$ cat config.mk
export PLATFORM = sky130hd
export DESIGN_NAME = segment_pool_allocator
export DESIGN_NICKNAME = d
export VERILOG_FILES = /design/src/rtl/core/spa_pkg.sv /design/src/rtl/core/spa_rounder.sv /design/src/rtl/core/segment_pool_allocator.sv
export SDC_FILE = /design/constraint.sdc
export NUM_CORES = 2
export LEC_CHECK = 0
export BUFFER_PORTS_ARGS = -buffer_cell sky130_fd_sc_hd__buf_4
export CAP_MARGIN = 25
export CORE_UTILIZATION = 50
export DETAILED_ROUTE_END_ITERATION = 12
export PLACE_DENSITY = 0.66
export SYNTH_ARGS = -nofsm -noshare
export SYNTH_HDL_FRONTEND = slang
export SYNTH_SLANG_ARGS = --single-unit
$ cat constraint.sdc
create_clock -name clk -period 30.8 [get_ports clk]
set_clock_uncertainty 0.05 [all_clocks]
set_input_delay 0 -clock clk [delete_from_list [all_inputs] [get_ports clk]]
set_output_delay 0 -clock clk [all_outputs]
set_load 0.05 [all_outputs]
$ cat src/rtl/core/spa_pkg.sv
// shared types and codes for the segment pool allocator
`timescale 1ns / 1ps
package spa_pkg;

  localparam logic OP_ALLOC = 1'b0;
  localparam logic OP_FREE  = 1'b1;

  localparam logic [1:0] ST_OK        = 2'd0;
  localparam logic [1:0] ST_NO_SPACE  = 2'd1;
  localparam logic [1:0] ST_BAD_FREE  = 2'd2;
  localparam logic [1:0] ST_TBL_FULL  = 2'd3;

  localparam logic [1:0] MODE_FIRST = 2'd0;
  localparam logic [1:0] MODE_BEST  = 2'd1;
  localparam logic [1:0] MODE_BUMP  = 2'd2;
  localparam logic [1:0] MODE_RSVD  = 2'd3;

  localparam logic CFG_ALIGN = 1'b0;
  localparam logic CFG_MODE  = 1'b1;

  localparam int unsigned REQ_W     = 32;
  localparam int unsigned ALIGN_W   = 16;
  localparam int          ADDR_BITS = 32;

  typedef struct packed {
    logic [1:0]  status;
    logic [31:0] granted_offset;
    logic [32:0] peak_bytes;
    logic [32:0] in_use_bytes;
    logic [31:0] largest_request;
  } result_t;

endpackage

$ cat src/rtl/core/spa_rounder.sv
// bit-serial remainder unit that rounds a request up to the alignment granule
`timescale 1ns / 1ps
module spa_rounder (
  input  logic        clk,
  input  logic        rst_n,
  input  logic        start,
  input  logic [31:0] req,
  input  logic [15:0] align,
  output logic        done,
  output logic [32:0] size
);
  logic [5:0]  cnt_r, cnt_nxt;
  logic        busy_r, busy_nxt;
  logic [16:0] rem_r, rem_nxt;
  logic [31:0] req_r, req_nxt;
  logic [15:0] a_r, a_nxt;
  logic        done_r, done_nxt;
  logic [32:0] size_r, size_nxt;
  logic [16:0] trial;

  always_comb begin
    busy_nxt = busy_r;
    cnt_nxt  = cnt_r;
    rem_nxt  = rem_r;
    req_nxt  = req_r;
    a_nxt    = a_r;
    done_nxt = 1'b0;
    size_nxt = size_r;
    trial    = {rem_r[15:0], req_r[31 - cnt_r[4:0]]};
    if (start) begin
      busy_nxt = 1'b1;
      cnt_nxt  = '0;
      rem_nxt  = '0;
      req_nxt  = req;
      a_nxt    = (align == 16'd0) ? 16'd1 : align;
    end else if (busy_r) begin
      rem_nxt = (trial >= {1'b0, a_r}) ? trial - {1'b0, a_r} : trial;
      cnt_nxt = cnt_r + 6'd1;
      if (cnt_r == 6'd31) begin
        busy_nxt = 1'b0;
        done_nxt = 1'b1;
        if (req_r == 32'd0) size_nxt = {17'd0, a_r};
        else if (rem_nxt == 17'd0) size_nxt = {1'b0, req_r};
        else size_nxt = {1'b0, req_r} + {17'd0, a_r} - {16'd0, rem_nxt};
      end
    end
  end

  always_ff @(posedge clk) begin
    if (!rst_n) begin
      busy_r <= 1'b0;
      done_r <= 1'b0;
      cnt_r  <= '0;
    end else begin
      busy_r <= busy_nxt;
      done_r <= done_nxt;
      cnt_r  <= cnt_nxt;
    end
    rem_r  <= rem_nxt;
    req_r  <= req_nxt;
    a_r    <= a_nxt;
    size_r <= size_nxt;
  end

  assign done = done_r;
  assign size = size_r;
endmodule

$ cat src/rtl/core/segment_pool_allocator.sv
// segment pool allocator: sequential scan, shift and merge over a segment memory
// allocate rounds the request, then scans the segments and shifts the tail up to split one;
//   bump mode grants at the peak instead; free scans for the offset and merges free neighbours
// throughput: one request at a time, ready only when idle and the result is taken
// the scan and the shift passes walk the segment memory one entry at a time
// reset: synchronous active low, table holds one free segment over the whole pool
`timescale 1ns / 1ps
module segment_pool_allocator #(
  parameter int MAX_SEGMENTS = 64
) (
  input  logic          clk,
  input  logic          rst_n,
  input  logic          in_tvalid,
  output logic          in_tready,
  input  logic [71:0]   in_tdata,  // operation, request_size, free_offset
  output logic          out_tvalid,
  input  logic          out_tready,
  output logic [135:0]  out_tdata, // status, granted_offset, peak_bytes, in_use_bytes,
                                   // largest_request
  input  logic          cfg_wr_en,
  input  logic          cfg_index,
  input  logic [15:0]   cfg_data
);
  localparam int ADDR_BITS = spa_pkg::ADDR_BITS;
  localparam int IW = $clog2(MAX_SEGMENTS);
  localparam int CW = IW + 1;
  localparam logic [ADDR_BITS:0] POOL = {1'b1, {ADDR_BITS{1'b0}}};

  typedef enum logic [9:0] {
    S_IDLE  = 10'b0000000001,
    S_ROUND = 10'b0000000010,
    S_SCAN  = 10'b0000000100,
    S_DECIDE= 10'b0000001000,
    S_SHR   = 10'b0000010000,
    S_FPREV = 10'b0000100000,
    S_FNEXT = 10'b0001000000,
    S_SHL   = 10'b0010000000,
    S_SHL2  = 10'b0100000000,
    S_OUT   = 10'b1000000000
  } state_t;

  state_t state_r, state_nxt;

  logic [ADDR_BITS:0] mem_size [MAX_SEGMENTS];
  logic               mem_used [MAX_SEGMENTS];

  logic [15:0]        align_r;
  logic [1:0]         mode_r;
  logic [CW-1:0]      count_r;
  logic [32:0]        peak_r, inuse_r;
  logic [31:0]        largest_r;

  logic               op_r;
  logic [31:0]        req_r, foff_r;
  logic [32:0]        rsize_r;
  logic [CW-1:0]      idx_r;
  logic [ADDR_BITS:0] off_r, pick_off_r, min_d_r, pick_size_r;
  logic [IW-1:0]      pick_r;
  logic               found_r;
  logic [CW-1:0]      end_r;
  logic               phase_r;
  logic [ADDR_BITS:0] acc_r;
  spa_pkg::result_t   res_r;
  logic               ovalid_r;

  logic               rnd_start, rnd_done;
  logic [32:0]        rnd_size;

  spa_rounder u_round (
    .clk   (clk),
    .rst_n (rst_n),
    .start (rnd_start),
    .req   (in_tdata[32:1]),
    .align (align_r),
    .done  (rnd_done),
    .size  (rnd_size)
  );

  // registered read port
  logic [IW-1:0]      rd_addr;
  logic [ADDR_BITS:0] rd_size_r;
  logic               rd_used_r;
  logic               we;
  logic [IW-1:0]      wr_addr;
  logic [ADDR_BITS:0] wr_size;
  logic               wr_used;

  always_ff @(posedge clk) begin
    if (we) begin
      mem_size[wr_addr] <= wr_size;
      mem_used[wr_addr] <= wr_used;
    end
    rd_size_r <= mem_size[rd_addr];
    rd_used_r <= mem_used[rd_addr];
  end

  logic [ADDR_BITS:0] sz_ext;
  assign sz_ext = (ADDR_BITS + 1)'(rsize_r);

  assign in_tready = (state_r == S_IDLE) && !ovalid_r;
  assign rnd_start = (state_r == S_IDLE) && in_tvalid && in_tready
                     && (in_tdata[0] == spa_pkg::OP_ALLOC);

  // walk uses a two-phase read: phase 0 issues the address, phase 1 sees data
  always_comb begin
    rd_addr = idx_r[IW-1:0];
    we      = 1'b0;
    wr_addr = idx_r[IW-1:0];
    wr_size = '0;
    wr_used = 1'b0;
    unique case (state_r)
      S_SHR: begin
        rd_addr = (end_r == '0) ? '0 : IW'(end_r - CW'(1));
        if (phase_r) begin
          we = 1'b1; wr_addr = end_r[IW-1:0];
          if (end_r == CW'(pick_r)) begin
            wr_size = sz_ext; wr_used = 1'b1;
          end else if (end_r == CW'(pick_r) + CW'(1)) begin
            wr_size = pick_size_r - sz_ext; wr_used = 1'b0;
          end else begin
            wr_size = rd_size_r; wr_used = rd_used_r;
          end
        end
      end
      S_SHL, S_SHL2: begin
        rd_addr = IW'(end_r + CW'(1));
        if (phase_r) begin
          we = 1'b1; wr_addr = end_r[IW-1:0]; wr_size = rd_size_r; wr_used = rd_used_r;
        end
      end
      default: ;
    endcase
    if (state_r == S_DECIDE && phase_r) begin
      we = 1'b1; wr_addr = pick_r; wr_size = sz_ext; wr_used = 1'b1;
    end
    if (state_r == S_FPREV && phase_r) begin
      we = 1'b1; wr_addr = pick_r; wr_size = acc_r; wr_used = 1'b0;
    end
    if (state_r == S_FNEXT && phase_r) begin
      we = 1'b1; wr_addr = pick_r; wr_used = 1'b0;
      wr_size = ((CW'(pick_r) + CW'(1) < count_r) && !rd_used_r) ? acc_r + rd_size_r : acc_r;
    end
    if (state_r == S_DECIDE && !phase_r)
      rd_addr = pick_r;
    if (state_r == S_FPREV && !phase_r)
      rd_addr = (pick_r == '0) ? '0 : pick_r - IW'(1);
    if (state_r == S_FNEXT && !phase_r)
      rd_addr = IW'(pick_r + IW'(1));
    // entry 0 covers the pool while in reset
    if (!rst_n) begin
      we = 1'b1; wr_addr = '0; wr_size = POOL; wr_used = 1'b0;
    end
  end

  // main sequencer
  always_ff @(posedge clk) begin
    if (!rst_n) begin
      state_r   <= S_IDLE;
      align_r   <= 16'd64;
      mode_r    <= spa_pkg::MODE_FIRST;
      count_r   <= CW'(1);
      peak_r    <= '0;
      inuse_r   <= '0;
      largest_r <= '0;
      ovalid_r  <= 1'b0;
      idx_r     <= '0;
      phase_r   <= 1'b0;
    end else begin
      if (cfg_wr_en) begin
        if (cfg_index == spa_pkg::CFG_ALIGN) align_r <= cfg_data;
        else mode_r <= cfg_data[1:0];
      end
      if (ovalid_r && out_tready) ovalid_r <= 1'b0;
      unique case (state_r)
        S_IDLE: if (in_tvalid && in_tready) begin
          op_r    <= in_tdata[0];
          req_r   <= in_tdata[32:1];
          foff_r  <= in_tdata[64:33];
          idx_r   <= '0;
          off_r   <= '0;
          found_r <= 1'b0;
          phase_r <= 1'b0;
          res_r.granted_offset <= '0;
          if (in_tdata[0] == spa_pkg::OP_ALLOC) begin
            if (in_tdata[32:1] > largest_r) largest_r <= in_tdata[32:1];
            state_r <= S_ROUND;
          end else begin
            state_r <= S_SCAN;
          end
        end
        S_ROUND: if (rnd_done) begin
          rsize_r <= rnd_size;
          if (mode_r[1]) begin
            if ((ADDR_BITS + 1)'(rnd_size) > POOL - (ADDR_BITS + 1)'(peak_r)) begin
              res_r.status <= spa_pkg::ST_NO_SPACE;
            end else begin
              res_r.status <= spa_pkg::ST_OK;
              res_r.granted_offset <= 32'(peak_r);
              peak_r <= peak_r + rnd_size;
            end
            state_r <= S_OUT;
          end else begin
            state_r <= S_SCAN;
          end
        end
        S_SCAN: begin
          if (!phase_r) begin
            if (idx_r >= count_r) begin
              if (op_r == spa_pkg::OP_FREE) begin
                res_r.status <= spa_pkg::ST_BAD_FREE;
                state_r <= S_OUT;
              end else if (!found_r) begin
                res_r.status <= spa_pkg::ST_NO_SPACE;
                state_r <= S_OUT;
              end else begin
                state_r <= S_DECIDE;
              end
            end else begin
              phase_r <= 1'b1;
            end
          end else begin
            phase_r <= 1'b0;
            idx_r   <= idx_r + CW'(1);
            off_r   <= off_r + rd_size_r;
            if (op_r == spa_pkg::OP_FREE) begin
              if (off_r == (ADDR_BITS + 1)'(foff_r)) begin
                pick_r      <= idx_r[IW-1:0];
                pick_size_r <= rd_size_r;
                acc_r       <= rd_size_r;
                if (rd_used_r) inuse_r <= inuse_r - 33'(rd_size_r);
                res_r.status <= spa_pkg::ST_OK;
                state_r <= S_FPREV;
              end
            end else if (!rd_used_r && rd_size_r >= sz_ext) begin
              if (!found_r || (rd_size_r - sz_ext) < min_d_r) begin
                found_r     <= 1'b1;
                min_d_r     <= rd_size_r - sz_ext;
                pick_r      <= idx_r[IW-1:0];
                pick_off_r  <= off_r;
                pick_size_r <= rd_size_r;
                if (mode_r == spa_pkg::MODE_FIRST) state_r <= S_DECIDE;
              end
            end
          end
        end
        S_DECIDE: begin
          if (pick_size_r == sz_ext) begin
            if (!phase_r) phase_r <= 1'b1;
            else begin
              phase_r <= 1'b0;
              inuse_r <= inuse_r + rsize_r;
              if (33'(pick_off_r + sz_ext) > peak_r) peak_r <= 33'(pick_off_r + sz_ext);
              res_r.granted_offset <= 32'(pick_off_r);
              res_r.status <= spa_pkg::ST_OK;
              state_r <= S_OUT;
            end
          end else if (count_r >= CW'(MAX_SEGMENTS)) begin
            res_r.status <= spa_pkg::ST_TBL_FULL;
            state_r <= S_OUT;
          end else begin
            end_r   <= count_r;
            phase_r <= 1'b0;
            state_r <= S_SHR;
          end
        end
        S_SHR: begin
          if (end_r == CW'(pick_r)) begin
            if (!phase_r) phase_r <= 1'b1;
            else begin
              phase_r <= 1'b0;
              count_r <= count_r + CW'(1);
              inuse_r <= inuse_r + rsize_r;
              if (33'(pick_off_r + sz_ext) > peak_r) peak_r <= 33'(pick_off_r + sz_ext);
              res_r.granted_offset <= 32'(pick_off_r);
              res_r.status <= spa_pkg::ST_OK;
              state_r <= S_OUT;
            end
          end else if (!phase_r) phase_r <= 1'b1;
          else begin
            phase_r <= 1'b0;
            end_r <= end_r - CW'(1);
          end
        end
        S_FPREV: begin
          if (!phase_r) begin
            if (pick_r == '0) state_r <= S_FNEXT;
            else phase_r <= 1'b1;
          end else begin
            phase_r <= 1'b0;
            if (!rd_used_r) begin
              acc_r  <= acc_r + rd_size_r;
              pick_r <= pick_r - IW'(1);
              end_r  <= CW'(pick_r);
              state_r <= S_SHL;
            end else begin
              state_r <= S_FNEXT;
            end
          end
        end
        S_FNEXT: begin
          if (!phase_r) begin
            if (CW'(pick_r) + CW'(1) >= count_r) begin
              phase_r <= 1'b1;
            end else phase_r <= 1'b1;
          end else begin
            phase_r <= 1'b0;
            if ((CW'(pick_r) + CW'(1) < count_r) && !rd_used_r) begin
              acc_r <= acc_r + rd_size_r;
              end_r <= CW'(pick_r) + CW'(1);
              state_r <= S_SHL2;
            end else begin
              state_r <= S_OUT;
            end
          end
        end
        S_SHL, S_SHL2: begin
          if (end_r + CW'(1) >= count_r) begin
            count_r <= count_r - CW'(1);
            phase_r <= 1'b0;
            state_r <= (state_r == S_SHL) ? S_FNEXT : S_OUT;
          end else if (!phase_r) phase_r <= 1'b1;
          else begin
            phase_r <= 1'b0;
            end_r <= end_r + CW'(1);
          end
        end
        S_OUT: begin
          ovalid_r <= 1'b1;
          res_r.peak_bytes      <= peak_r;
          res_r.in_use_bytes    <= inuse_r;
          res_r.largest_request <= largest_r;
          state_r <= S_IDLE;
        end
        default: state_r <= S_IDLE;
      endcase
    end
  end

  assign out_tvalid = ovalid_r;
  assign out_tdata  = {4'b0, res_r.largest_request, res_r.in_use_bytes,
                       res_r.peak_bytes, res_r.granted_offset, res_r.status};
endmodule

# Yosys cells after proc, flatten, opt, wreduce, memory -nomap -nowiden
# Memory sizes are Yosys's and may differ from the RTL's. A register that Yosys moved wholly into a read port is not among the register bits.
# Cells that the tools add are included.
word_totals:
  in_bits: 94
  n_memories: 2
  ram_bits: 2176
  output_inout_bits: 138
  register_bits: 624
  wordCells: 359
op_classes:
  eq_ne: 54
  n_mux: 163
  n_reduce_logical: 66
  order_cmp: 11
  n_bitwise: 6
  n_addsub: 22
mem_list:
  columns: ["name", "depth", "width", "rd", "rd_ports_with_merged_regs", "write_ports", "line", "text"]
  rows:
  - ["mem_size", 64, 33, 1, 1, 1, "segment_pool_allocator.sv:44", "logic [ADDR_BITS:0] mem_size [MAX_SEGMENTS];"]
  - ["mem_used", 64, 1, 1, 1, 1, "segment_pool_allocator.sv:45", "logic mem_used [MAX_SEGMENTS];"]
op_table:
  columns: ["operator", "count"]
  rows:
  - ["2-to-1 mux 33 bit", 34]
  - ["case mux 33 bit (3 select lines)", 3]
  - ["2-to-1 mux 10 bit", 22]
  - ["adder 33 bit", 5]
  - ["2-to-1 mux 34 bit", 4]
  - ["case mux 33 bit (2 select lines)", 2]
  - ["2-to-1 mux 32 bit", 4]
  - ["case mux 32 bit (4 select lines)", 1]
  - ["2-to-1 mux 6 bit", 18]
  - ["2-to-1 mux 7 bit", 15]
  - ["subtractor 33 bit", 3]
  - ["case mux 10 bit (8 select lines)", 1]
  - ["> comparator 33 bit", 2]
  - ["!= test 2 bit, second input constant", 20]
  - ["2-to-1 mux 1 bit", 37]
  - ["case mux 7 bit (5 select lines)", 1]
  - ["adder 32 x 16 -> 33 bit", 1]
  - ["== test 33 x 32 -> 1 bit", 1]
  - ["== test 33 bit", 1]
  - [">= comparator 33 bit", 1]
  - ["less-than comparator 33 bit", 1]
  - ["subtractor 33 x 17 -> 33 bit", 1]
  - ["subtractor 33 bit, first input constant", 1]
  - ["> comparator 32 bit", 1]
  - ["other kinds (67)", 142]

# Depth between registers and ports, before layout
logic_depth:
  word_depth: 10
  ltp_mapped: 29

# Modules after synthesis
# A second synthesis with hierarchy kept.
hier_totals:
  hier_cells: 11190
  area_unflattened_um2: 132140.5
modules_own_cells:
  columns: ["mod", "area_per_inst_um2", "cells_per_inst", "n_inst", "seq_area_each_um2"]
  rows:
  - ["segment_pool_allocator", 124393.1, 10401, 1, 80186.9]
  - ["spa_rounder", 7747.4, 789, 1, 2912.8]

# Worst setup path before layout
# No wires, ideal clock.
synth_path:
  path_type: "register to register"
  start: "reg rd_size_r[0] (read register of mem_size)"
  end: "reg min_d_r[0] (enable)"
  setup_ns: 0.585
  path_slack_ns: 20.861
  arrival_ns: 9.304
  stages_incl_launch_ff: 25
  path_cell_list: "dfxtp_1 inv_1 ha_1 inv_1 fa_1 a21o_1 a21oi_1 o21ai_0 a211oi_1 a211oi_1 o2111ai_1 a31oi_1 a21o_1 a21oi_1 xnor2_1 ha_1 a21o_1 a21o_1 a21o_1 a21oi_1 o21ai_0 a311oi_1 o21ai_0 nor3_1 nor3b_1"
synth_via:
  elab_chain_cells: 4
  word_cells_on_any_way: 6
synth_lines:
  columns: ["element", "line", "text"]
  rows:
  - ["from (decl)", "segment_pool_allocator.sv:81", "logic [ADDR_BITS:0] rd_size_r;"]
  - ["subtractor 33 bit", "segment_pool_allocator.sv:235", "if (!found_r || (rd_size_r - sz_ext) < min_d_r) begin"]
  - ["less-than comparator 33 bit", "segment_pool_allocator.sv:235", null]
  - ["logical OR 1 bit", "segment_pool_allocator.sv:235", null]
  - ["AND reduction 6 bit (no line) (*)", null, null]
  - ["to (signal assigned)", "segment_pool_allocator.sv:237", "min_d_r <= rd_size_r - sz_ext;"]
  - ["to (decl)", "segment_pool_allocator.sv:57", "logic [ADDR_BITS:0] off_r, pick_off_r, min_d_r, pick_size_r;"]
# Every way passes the cells marked *; elsewhere a longest branch is shown, timed or not.
# A chain may end at the register's enable or synchronous reset.

# Worst setup path in the final report
layout_path:
  start: "reg u_round.cnt_r[0]"
  end: "reg u_round.size_r[32] (netlist: u_round.size[32]), data pin"
layout_via:
  elab_chain_cells: 7
  word_cells_on_any_way: 9
layout_lines:
  columns: ["element", "line", "text"]
  rows:
  - ["from (decl)", "spa_rounder.sv:12", "logic [5:0] cnt_r, cnt_nxt;"]
  - ["from (signal assigned)", "spa_rounder.sv:57", "cnt_r <= cnt_nxt;"]
  - ["subtractor 5 x 5 -> 6 bit (*)", "spa_rounder.sv:29", "trial = {rem_r[15:0], req_r[31 - cnt_r[4:0]]};"]
  - ["binary-select mux 1 bit (select 5 bit) (*)", "spa_rounder.sv:29", null]
  - ["2-to-1 mux 1 bit (implied by the code) (*)", "spa_rounder.sv:29", null]
  - ["subtractor 17 x 16 -> 17 bit / >= comparator 17 x 16 -> 1 bit (equally long branches)", "spa_rounder.sv:37", "rem_nxt = (trial >= {1'b0, a_r}) ? trial - {1'b0, a_r} : trial;"]
  - ["2-to-1 mux 17 bit (*)", "spa_rounder.sv:37", null]
  - ["parallel branches: the longest is 2 deep, another holds subtractor 33 x 17 -> 33 bit", null, null]
  - ["to (signal assigned)", "spa_rounder.sv:62", "size_r <= size_nxt;"]
  - ["to (decl)", "spa_rounder.sv:18", "logic [32:0] size_r, size_nxt;"]
# Mark *: on every way between the ends. The select of a mux whose other input is x is not followed.

==> impl_metrics.py <==
metrics = {
    "routing": {
        "first_iter_violations": 12100,
        "viasPerCell": 6.23,
        "post_drt_wl_per_cell_um": 27.6,
        "first_pass_iters": 9,
        "ant_nets": 0,
        "vias": 96100,
        "totalWireLength_mm": 426,
        "drc": 0,
    },
    "grt": {
        "use_met2": 0.479,
        "grt_max_degree": 196,
        "grt.overflow.total": 0,
        "antenna_found_initial": 44,
        "busiest_layer": "met2",
        "grt_use_met1": 0.442,
        "grtUsageTotal": 0.315,
        "met3_usage": 0.0487,
        "grt_pass1_vias": 91000,
        "grt_pass1_wl_mm": 614,
    },
    "min_path": {
        "hp-start": "rst_n",
        "hold-path-endpoint": "count_r[0]",
        "hold_depth": 3,
        "hold_class": "in2reg",
    },
    "layout": {
        "fin_nets": 12200,
        "final_area_um2": 151000,
        "drive_above_1_share": 0.0958,
        "fill_cells": 20900,
        "largest-register": "mem_size",
        "area_growth_pct": 14.2,
        "largest_reg_flops": 2112,
        "layout.cells.non_filler": 15400,
    },
    "logic_synthesis": {
        "syn_area_um2": 132000,
        "synth_edf_count": 2634,
        "synth_top_cell_by_area": "edfxtp_1",
        "synth_seq_cells": 2834,
        "synth_flop_cell": "edfxtp_1",
        "postSynthCellCount": 11300,
        "syn_area_per_cell_um2": 11.7,
        "synth_cell_types": 93,
        "ys_warn_count": 0,
        "yosysTopAreaCellShare": 0.600,
        "synth_area_leaders": "edfxtp_1 (60%), nand2_1 (7.1%), ha_1 (4.3%), dfxtp_1 (3.0%), a311oi_1 (2.3%)",
        "ys_seq_area_frac": 0.631,
        "synthArstFlopShare": 0,
    },
    "power": {
        "p_per_area_nw_per_um2": 65.8,
        "p_leak_uw": 0.0548,
        "peakVddDrop_mv": 0.0651,
    },
    "clock_tree": {
        "htreeDepth": 5,
        "post_cts.repair.setup_buffers": 0,
        "postCtsResizedCells": 0,
        "ctsHoldBuffers": 204,
        "clock_path_buffers": 4,
        "clock_latency_ns": 0.91,
        "cts_tree": "done",
        "cts_sinks": 2834,
        "cts_root_buf": "clkbuf_16",
        "cts_buffers": 304,
        "clk_pin_slew_worst_paths_ns": 0.06,
    },
    "setup_path": {
        "reg2reg_slack_ns": 22.14,
        "path_class": "reg2reg",
        "start_kind": "flop",
        "cp-end-kind": "flop",
        "rr_endpoint": "u_round.size[32]",
        "reg2regPathDepth": 25,
        "cp_max_fo": 11,
        "r2r_start": "u_round.cnt_r[0]",
        "arrival_ns": 9.25,
        "cp.required_ns": 31.38,
    },
    "floorplanning": {
        "std_cell_rows": 188,
        "ios": 232,
        "initial_core_util": 0.502,
        "fp.dieH_um": 515,
        "dieArea_um2": 266000,
        "fp.dieW_um": 515,
        "core-area_um2": 262000,
    },
    "job": {
        "drv_cap": 0,
    },
    "status": {
        "status": "finished, final reports clean",
    },
    "placed_design": {
        "routabilityCongestion": 0.945,
        "dp_hpwl_mm": 257,
        "dp_cells": 14700,
        "place.port_buffers": 220,
        "place_area_um2": 138000,
    },
    "sta": {
        "fmax_ghz": 0.115,
        "fin_crit_sh": 0.281,
        "rsz0062_at_grt": "no",
        "hold_viol": 0,
        "slew_headroom": 0.208,
        "worst_pin_slew_ns": 1.18,
        "finalMaxSlewViolations": 0,
        "final.min_clock_period_ns": 8.66,
        "finalSetupViolations": 0,
        "tns_ns": 0,
    },
}
[worst max-delay path, stage by stage, from the launching register on]
cell	delay [ns]
dfxtp_1	0.75
mux4_2	0.62
mux4_2	0.48
mux2i_1	0.57
ha_1	0.29
nand4_1	0.14
nor4_1	0.43
nor2_1	0.17
o21a_1	0.27
nor2_1	0.47
mux2i_1	0.54
ha_1	0.21
inv_1	0.04
ha_1	0.22
fa_1	0.47
a21o_1	0.20
a21oi_1	0.34
o21ba_2	0.25
o211ai_1	0.13
a21o_1	0.27
a311o_1	0.38
a31oi_1	0.31
o21ai_0	0.22
a221o_1	0.34
xnor2_1	0.14
nor3_1	0.07
[cells in the final DEF, fill, tap and decap left out, drive strengths merged, types with 186 or more instances in the layout]
master       Yosys  routed
a311oi         352     352
inv            299     310
dlygate4sd3      0     204
and3           434     434
a21oi          411     411
ha             449     449
clkbuf         469     392
xnor2          201     201
o21ai          554     554
buf            157     493
nor2           512     512
edfxtp        2634    2634
a31oi          186     186
nand3          291     291
nand2         2506    2506
a21o           197     197
dfxtp          200     200
[layer usage]
| layer | vias up | wire, um |
|---|---|---|
| met5 | - | 61 |
| met4 | 10 | 22200 |
| met3 | 930 | 41900 |
| met2 | 5107 | 189000 |
| met1 | 47400 | 173000 |
| li1 | 42600 | - |
[through the flow]
stage / setup slack [ns] / total power, uW / hold WS [ns] / util
final: 22.14 / 9910 / 0.102 / 0.574
after global routing: 21.67 / 10300 / 0.0241 / 0.574
after CTS: 22.27 / 9900 / 0.0132 / 0.573
after detailed placement: 22.30 / 6270 / 0.129 / 0.528
after global placement: 22.27 / 6250 / 0.130 / 0.528
after floorplan: 20.86 / 5660 / 0.0489 / -
[cells by family (layout without fill, tap and decap cells)]
kind of cell / Yosys count / after routing / share of synthesized area
DFF: 2834 / 2834 / 0.631
xor gates and xnor gates: 361 / 361 / 0.0240
buffers and inverters: 928 / 1548 / 0.0275
and+or+nand+nor: 4309 / 4309 / 0.146
AOI/OAI and AO/OA: 2207 / 2207 / 0.112
adders and majority gates: 474 / 474 / 0.0464
muxes: 162 / 162 / 0.0133
other: 1 / 18 / 0.0000285
[cell type report]
cell class / count / area [um^2] / area share
Clock inverter: 157 / 1740 / 0.0116
Inverter: 302 / 1140 / 0.00757
Tap cell: 3515 / 4400 / 0.0292
Multi-Input combinational cell: 7517 / 46100 / 0.306
Timing Repair Buffer: 698 / 5890 / 0.0391
Sequential cell: 2834 / 83100 / 0.552
Antenna cell: 14 / 35.0 / 0.000233
Clock buffer: 391 / 8130 / 0.0540
[synth_stat cells (45+ instances only)]
library cell  count
o21ai_0         544
buf_2            79
o211ai_1         53
mux2i_1         143
nand4_1         119
o21a_1           52
ha_1            449
dfxtp_1         200
a211oi_1         93
xnor2_1         201
nor3_1           93
inv_1           299
nand2_1        2506
nor2_1          510
nand2b_1         54
and3_1          434
xor2_1          160
nand3_1         291
edfxtp_1       2634
or4_1            45
clkbuf_1        469
a31oi_1         186
a21oi_1         411
a311oi_1        352
a21o_1          197
o21bai_1         46
buf_1            68
[worst max path at each step]
stage	from	endpoint	slack [ns]	depth (start not counted)
2_1_floorplan	rd_size_r[0]	min_d_r[0]	20.86	24
6_report	u_round.cnt_r[0]	u_round.size[32]	22.14	25
3_5_place_dp	u_round.cnt_r[0]	u_round.size[32]	22.30	25
3_3_place_gp	u_round.cnt_r[0]	u_round.size[32]	22.27	25
4_1_cts	u_round.cnt_r[0]	u_round.size[32]	22.27	25
5_1_grt	u_round.cnt_r[0]	u_round.size[27]	21.67	24
[report_power, final]
group	internal, uW	switching, uW
registers	4260	47.0
logic	711	1240
clock network	2120	1530
total	7090	2820
Note: power is estimated with default switching activity, not from simulation.
